--- config.mk ---
export PLATFORM = sky130hd
export DESIGN_NAME = error_check_code_generator
export DESIGN_NICKNAME = d
export VERILOG_FILES = /design/src/eccg_pkg.sv /design/src/error_check_code_generator.sv
export VERILOG_INCLUDE_DIRS = /design/src /design/src/src
export SDC_FILE = /design/constraint.sdc
export NUM_CORES = 1
export LEC_CHECK = 0
export ABC_AREA = 1
export BUFFER_PORTS_ARGS = -buffer_cell sky130_fd_sc_hd__buf_2
export CORE_UTILIZATION = 54
export DETAILED_ROUTE_END_ITERATION = 8
export GPL_TIMING_DRIVEN = 0
export PLACE_DENSITY = 0.74
export SYNTH_ARGS = -nofsm -noshare
export SYNTH_HDL_FRONTEND = slang
export SYNTH_SLANG_ARGS = --single-unit
export TNS_END_PERCENT = 20
--- constraint.sdc ---
create_clock -name clk -period 3.5 [get_ports clk]
set_input_delay 0.35 -clock clk [delete_from_list [all_inputs] [get_ports clk]]
set_output_delay 0.35 -clock clk [all_outputs]
set_load 0.005 [all_outputs]
--- src/error_check_code_generator_defines.svh ---
// Assertion macros for the error check code generator.
// Included by the top level; no other dependencies.
`ifndef ERROR_CHECK_CODE_GENERATOR_DEFINES_SVH
`define ERROR_CHECK_CODE_GENERATOR_DEFINES_SVH

// Same-cycle implication, disabled during reset
`define ECCG_ASSERT_NOW(label, clk, rst, ante, cons, msg) \
  label: assert property (@(posedge clk) disable iff (rst) (ante) |-> (cons)) \
    else $error(msg);

// Next-cycle implication, disabled during reset
`define ECCG_ASSERT_NEXT(label, clk, rst, ante, cons, msg) \
  label: assert property (@(posedge clk) disable iff (rst) (ante) |=> (cons)) \
    else $error(msg);

`endif

--- src/eccg_pkg.sv ---
// Package for the error check code generator: mode codes, result type,
// constants and the per-byte check functions. No dependencies.
package eccg_pkg;

  typedef enum logic [2:0] {
    MODE_PARITY   = 3'd0,
    MODE_PARITY2D = 3'd1,
    MODE_CRC32    = 3'd2,
    MODE_HAMMING  = 3'd3,
    MODE_CHECKSUM = 3'd4
  } code_mode_t;

  localparam logic [2:0]  ModeReset = 3'(MODE_CRC32);
  localparam logic [31:0] CrcInit   = 32'hFFFF_FFFF;
  localparam logic [31:0] CrcPoly   = 32'hEDB8_8320;
  localparam logic [15:0] SumMask   = 16'hFFFF;
  localparam int          FifoDepth = 4;

  localparam logic [5:0] Bits1  = 6'd1;
  localparam logic [5:0] Bits4  = 6'd4;
  localparam logic [5:0] Bits8  = 6'd8;
  localparam logic [5:0] Bits16 = 6'd16;
  localparam logic [5:0] Bits32 = 6'd32;

  typedef struct packed {
    logic [31:0] value;
    logic [5:0]  bits;
    logic        fin;
  } result_t;

  // Reflected CRC-32, one byte, unrolled over its eight bits
  function automatic logic [31:0] crc32_byte(input logic [31:0] crc, input logic [7:0] b);
    logic [31:0] c;
    c = crc ^ {24'h0, b};
    for (int i = 0; i < 8; i++) begin
      c = (c >> 1) ^ (CrcPoly & {32{c[0]}});
    end
    return c;
  endfunction

  // 16-bit ones' complement add with end-around carry
  function automatic logic [15:0] ones_add(input logic [15:0] a, input logic [15:0] w);
    logic [16:0] s;
    s = {1'b0, a} + {1'b0, w};
    return s[15:0] + {15'd0, s[16]};
  endfunction

  // p1 p2 p4 p8, data bit 7 is d0
  function automatic logic [3:0] hamming_bits(input logic [7:0] b);
    return {b[7] ^ b[6] ^ b[4] ^ b[3] ^ b[1],
            b[7] ^ b[5] ^ b[4] ^ b[2] ^ b[1],
            b[6] ^ b[5] ^ b[4] ^ b[0],
            b[3] ^ b[2] ^ b[1] ^ b[0]};
  endfunction

endpackage

--- src/error_check_code_generator.sv ---
// Error check code generator: parity, 2D parity, CRC-32, Hamming, checksum.
// Depends on eccg_pkg and error_check_code_generator_defines.svh.
// Each result is registered into the result queue when its byte is accepted.
// Throughput: one byte per cycle while in_ready is high; all accumulators update in the accept cycle.
// A four-entry result queue takes the second result of a 2D parity message
// end; in_ready drops only while the queue holds three or more results.
// Reset: synchronous; mode returns to CRC-32, accumulators and queue clear.
`include "error_check_code_generator_defines.svh"

module error_check_code_generator
  import eccg_pkg::*;
(
  input  logic        clk,
  input  logic        rst,
  input  logic        cfg_valid,
  output logic        cfg_ready,
  input  logic [2:0]  code_mode,
  input  logic        in_valid,
  output logic        in_ready,
  input  logic [7:0]  data_byte,
  input  logic        end_of_message,
  output logic        out_valid,
  input  logic        out_ready,
  output logic [31:0] code_value,
  output logic [5:0]  code_bits,
  output logic        final_result
);

  localparam int PtrW = $clog2(FifoDepth);
  localparam int CntW = $clog2(FifoDepth + 1);

  logic [2:0]  active_mode;
  logic [31:0] crc_register;
  logic        running_parity;
  logic [7:0]  column_parity;
  logic [15:0] ones_complement_sum;
  logic [7:0]  held_high_byte;
  logic        odd_byte_pending;

  result_t          queue [FifoDepth];
  logic [PtrW-1:0]  wr_ptr, rd_ptr;
  logic [CntW-1:0]  count;

  logic        in_fire, out_fire;
  logic        row;
  logic        parity_next;
  logic [7:0]  column_next;
  logic [31:0] crc_next;
  logic [15:0] word, sum_next, final_sum;
  logic        res0_valid, res1_valid;
  result_t     res0, res1;
  logic [1:0]  push_n;

  assign cfg_ready = 1'b1;
  assign in_ready  = (count < CntW'(FifoDepth - 1));
  assign out_valid = (count != '0);
  assign in_fire   = in_valid && in_ready;
  assign out_fire  = out_valid && out_ready;

  assign code_value   = queue[rd_ptr].value;
  assign code_bits    = queue[rd_ptr].bits;
  assign final_result = queue[rd_ptr].fin;

  always_comb begin
    row         = ^data_byte;
    parity_next = running_parity ^ row;
    column_next = column_parity ^ data_byte;
    crc_next    = crc32_byte(crc_register, data_byte);
    // a pending high byte pairs with this one; otherwise this byte is high, low is zero
    word        = odd_byte_pending ? {held_high_byte, data_byte} : {data_byte, 8'h00};
    sum_next    = ones_add(ones_complement_sum, word);
    final_sum   = ~sum_next & SumMask;

    res0_valid = 1'b0;
    res1_valid = 1'b0;
    res0       = '0;
    res1       = '{value: {24'h0, column_next}, bits: Bits8, fin: 1'b1};
    unique case (active_mode)
      MODE_PARITY: begin
        res0_valid = end_of_message;
        res0       = '{value: {31'h0, parity_next}, bits: Bits1, fin: 1'b1};
      end
      MODE_PARITY2D: begin
        res0_valid = 1'b1;
        res1_valid = end_of_message;
        res0       = '{value: {31'h0, row}, bits: Bits1, fin: 1'b0};
      end
      MODE_CRC32: begin
        res0_valid = end_of_message;
        res0       = '{value: ~crc_next, bits: Bits32, fin: 1'b1};
      end
      MODE_HAMMING: begin
        res0_valid = 1'b1;
        res0       = '{value: {28'h0, hamming_bits(data_byte)}, bits: Bits4,
                       fin: end_of_message};
      end
      MODE_CHECKSUM: begin
        res0_valid = end_of_message;
        res0       = '{value: {16'h0, final_sum}, bits: Bits16, fin: 1'b1};
      end
      default: begin
        res0_valid = 1'b0;
      end
    endcase
    push_n = in_fire ? ({1'b0, res0_valid} + {1'b0, res1_valid}) : 2'd0;
  end

  always_ff @(posedge clk) begin
    if (rst) begin
      active_mode         <= ModeReset;
      crc_register        <= CrcInit;
      running_parity      <= 1'b0;
      column_parity       <= '0;
      ones_complement_sum <= '0;
      held_high_byte      <= '0;
      odd_byte_pending    <= 1'b0;
      wr_ptr              <= '0;
      rd_ptr              <= '0;
      count               <= '0;
    end else begin
      if (cfg_valid && cfg_ready) begin
        active_mode <= code_mode;
      end
      if (in_fire) begin
        if (end_of_message) begin
          crc_register        <= CrcInit;
          running_parity      <= 1'b0;
          column_parity       <= '0;
          ones_complement_sum <= '0;
          held_high_byte      <= '0;
          odd_byte_pending    <= 1'b0;
        end else begin
          crc_register   <= crc_next;
          running_parity <= parity_next;
          column_parity  <= column_next;
          if (odd_byte_pending) begin
            ones_complement_sum <= sum_next;
            held_high_byte      <= '0;
            odd_byte_pending    <= 1'b0;
          end else begin
            held_high_byte   <= data_byte;
            odd_byte_pending <= 1'b1;
          end
        end
      end
      wr_ptr <= wr_ptr + PtrW'(push_n);
      rd_ptr <= rd_ptr + PtrW'(out_fire);
      count  <= count + CntW'(push_n) - CntW'(out_fire);
    end
  end

  // queue payload, no reset needed
  always_ff @(posedge clk) begin
    if (in_fire && res0_valid) begin
      queue[wr_ptr] <= res0;
    end
    if (in_fire && res1_valid) begin
      queue[wr_ptr + PtrW'(1)] <= res1;
    end
  end

  `ECCG_ASSERT_NEXT(a_count_tracks, clk, rst, 1'b1,
    count == $past(count) + CntW'($past(push_n)) - CntW'($past(out_fire)),
    "result queue count out of step with pushes and pops")
  `ECCG_ASSERT_NOW(a_no_overflow, clk, rst, 1'b1,
    count <= CntW'(FifoDepth), "result queue overflow")
  `ECCG_ASSERT_NEXT(a_clear_on_end, clk, rst, in_fire && end_of_message,
    crc_register == CrcInit && ones_complement_sum == '0 && !odd_byte_pending
    && column_parity == '0 && !running_parity,
    "accumulators not cleared after final byte")

endmodule

==> impl_metrics.env <==
export IMPL_wl_um=36500
export IMPL_critPathKind="register to register"
export IMPL_place_area_um2=12300
export IMPL_switching_share_pct=38.5
export IMPL_synth_compound_area_share_pct=16.0
export IMPL_clockRootBuffer="clkbuf_16"
export IMPL_place_inst=1911
export IMPL_worst_pin_slew_ns=1.33
export IMPL_synth_mux_area_fraction_pct=0
export IMPL_layout_cells_non_filler=1975
export IMPL_ys_flop_type="dfxtp_1"
export IMPL_cts_buffers=25
export IMPL_fmax_mhz=293
export IMPL_relSlewSlack_pct=10.6
export IMPL_layout_drive_gt1_share_pct=14.0
export IMPL_die_y_um=149
export IMPL_p_int_mw=6.17
export IMPL_hold_path_class="input pin to register"
export IMPL_clock_sinks=228
export IMPL_pre_cts_ws_ns=-1.18
export IMPL_routabilityCongestion=0.954
export IMPL_grt_overflow=0
export IMPL_cp_max_fo=10
export IMPL_grt_max_degree=14
export IMPL_fin_ws_ns=0.0836
export IMPL_die_w_um=149
export IMPL_cp_data_required_time_ns=3.77
export IMPL_synth_top_family_by_area="simple AND/OR/NAND/NOR gates"
export IMPL_period_minus_slack_ns=3.42
export IMPL_finClkSkew_ns=0.0235
export IMPL_maxSlewViolCount=0
export IMPL_wl_per_cell_um=18.5
export IMPL_synth_fa_ha_area_share_pct=2.90
export IMPL_vias=11400
export IMPL_fin_crit_sh_pct=97.6
export IMPL_ctsHoldBuffers=0
export IMPL_hold_violations=0
export IMPL_design_area_um2=13700
export IMPL_coreArea_um2=21200
export IMPL_antenna_found_initial=0
export IMPL_async_flop_share_pct=0
export IMPL_drtAntennaViolNets=0
export IMPL_start_util_pct=55.4
export IMPL_port_buffers=47
export IMPL_tns_ns=0
export IMPL_grt_pass1_vias=10400
export IMPL_synth_xor_area_share_pct=9.06
export IMPL_via_per_inst=5.78
export IMPL_max_vdd_ir_drop_mv=0.462
export IMPL_setup_viol=0
export IMPL_power_share_sequential_pct=34.7
export IMPL_synth_seq_cells=228
export IMPL_clockBufferDepth=3
export IMPL_tritoncts="built"
export IMPL_power_density_nw_per_um2=732
export IMPL_synth_distinct_cells=48
export IMPL_synth_edff_count=32
export IMPL_netSwitchingPower_mw=3.86
export IMPL_syn_nets=1632
export IMPL_cts_max_level=1
export IMPL_synthesis_area_um2=11700
export IMPL_dieArea_um2=22300
export IMPL_clkPwrFrac_pct=27.1
export IMPL_yosys_warnings=0
export IMPL_antenna_cells=0
export IMPL_syn_area_per_cell_um2=7.38
export IMPL_route_detailed_drc=0
export IMPL_layout_common_cells="nand2_1, dfxtp_1, o21ai_0"
export IMPL_synthSimpleGateAreaFrac_pct=23.4
export IMPL_status="completed"
export IMPL_drt_iter0_drc=1174
export IMPL_drt_pass1_iterations=6
export IMPL_synth_seq_area_share_pct=41.7
export IMPL_p_leak_nw=5.95
export IMPL_grtUsageTotal_pct=32.6
export IMPL_dp_hpwl_um=25600
export IMPL_max_cap_violations=0
export IMPL_fill_cells=1826
export IMPL_final_common_cell="nand2_1"
export IMPL_rsz0062_at_grt="yes"
export IMPL_critPathCaptureType="register"
export IMPL_start_kind="register"
export IMPL_crit_arrival_ns=3.69
export IMPL_grt_pass1_wl_um=56300
export IMPL_netlist_instances=1589
export IMPL_nets=1725
export IMPL_rows=53
export IMPL_io_pins=59
export IMPL_area_delta_synth_final_pct=17.0
export IMPL_clock_latency_ns=0.54
export IMPL_pwr_share_comb_pct=38.3
export IMPL_clk_pin_slew_ns=0.06
cells by family (layout without fill, tap and decap cells):
| group | count (synthesis) | in the layout |
|---|---|---|
| adder cells (fa/ha/maj) | 26 | 26 |
| other | 2 | 2 |
| XOR/XNOR | 108 | 108 |
| flip-flops | 228 | 228 |
| AO/OA/AOI/OAI | 338 | 338 |
| AND/OR/NAND/NOR | 687 | 687 |
| buffers and inverters | 200 | 311 |
area by class of cell:
class	count	area [µm²]	area share, %
multi-input combinational	1161	6420	46.8
sequential	228	4890	35.6
clock buffer	39	778	5.68
inverter	119	447	3.26
timing repair buffer	67	389	2.84
buffer	80	378	2.76
tap	275	344	2.51
clock inverter	6	70.1	0.511
path summary, 6_finish.rpt:
check	from	endpoint	slack, ns	depth (start not counted)
worst min register to register	queue[2][4]$_SDFFE_PP1P_	queue[2][4]$_SDFFE_PP1P_	0.45	2
worst min-delay path	cfg_valid	active_mode[1]$_SDFFE_PP1P_	0.1	2
worst max-delay path	odd_byte_pending$_SDFFE_PP0P_	queue[3][10]$_DFFE_PP_	0.08	21
worst max register to register	odd_byte_pending$_SDFFE_PP0P_	queue[3][10]$_DFFE_PP_	0.08	21
power groups by stage:
stage | sequential [mW] | clock [mW] | combinational, mW
finish | 3.48 | 2.72 | 3.84
global route | 3.53 | 2.81 | 4.21
CTS | 3.46 | 2.71 | 3.68
detailed placement | 3.50 | 0 | 3.58
global placement | 3.49 | 0 | 3.51
floorplan | 3.44 | 0 | 2.40
sequential cells by signal, summed over array words and instances, names as in the netlist:
register / cells
rd_ptr: 2
odd_byte_pending: 1
column_parity: 8
ones_complement_sum: 16
queue: 152
count: 3
held_high_byte: 8
crc_register: 32
wr_ptr: 2
running_parity: 1
active_mode: 3
Yosys cell counts, types with 32 or more instances:
| library cell | count | area (µm²) |
|---|---|---|
| a21oi_1 | 36 | 180 |
| edfxtp_1 | 32 | 961 |
| o22ai_1 | 77 | 482 |
| nand3_1 | 56 | 280 |
| nand2_1 | 460 | 1730 |
| inv_1 | 109 | 409 |
| nor2_1 | 136 | 510 |
| dfxtp_1 | 196 | 3920 |
| clkbuf_1 | 56 | 210 |
| xor2_1 | 53 | 464 |
| xnor2_1 | 44 | 385 |
| o21ai_0 | 178 | 891 |
per-stage QoR:
step                      util (%)  power, mW  hold WS [ns]
final                         64.8       10.0        0.0985
after global routing          64.8       10.6         0.131
after CTS                     63.2       9.85        0.0767
after detailed placement      58.1       7.08         0.434
after global placement        58.1       7.01         0.427
after floorplan                  -       5.83         0.414
worst max-delay path: stages, from the launching register on:
cell	delay, ns
dfxtp_4	0.41
buf_6	0.16
nand2_1	0.05
o21ai_0	0.10
ha_1	0.32
nand2_2	0.11
inv_1	0.05
a21oi_2	0.18
nor2_2	0.07
nor2_2	0.14
nand2_2	0.08
a21oi_2	0.15
o21bai_2	0.10
ha_2	0.21
nand2_4	0.07
nor2_4	0.05
buf_4	0.17
xnor2_2	0.15
nand2_1	0.07
o211ai_1	0.25
nand2_1	0.17
o21ai_1	0.09
what timing repair did:
item / in CTS / in global routing
resized for setup: 46 / 56
buffers inserted: 9 / 10
setup endpoints to repair: 78 / 66
gates cloned: 0 / 1
pin swaps: 14 / 29
metal layers:
metal / part of all wire [%] / GRT usage (%)
met1: 41 / 43.7
met2: 46 / 53.5
met3: 9.2 / 5.05
met4: 3.4 / 11.0
met5: 0 / 0
Note: power is estimated with default switching activity, not from simulation.
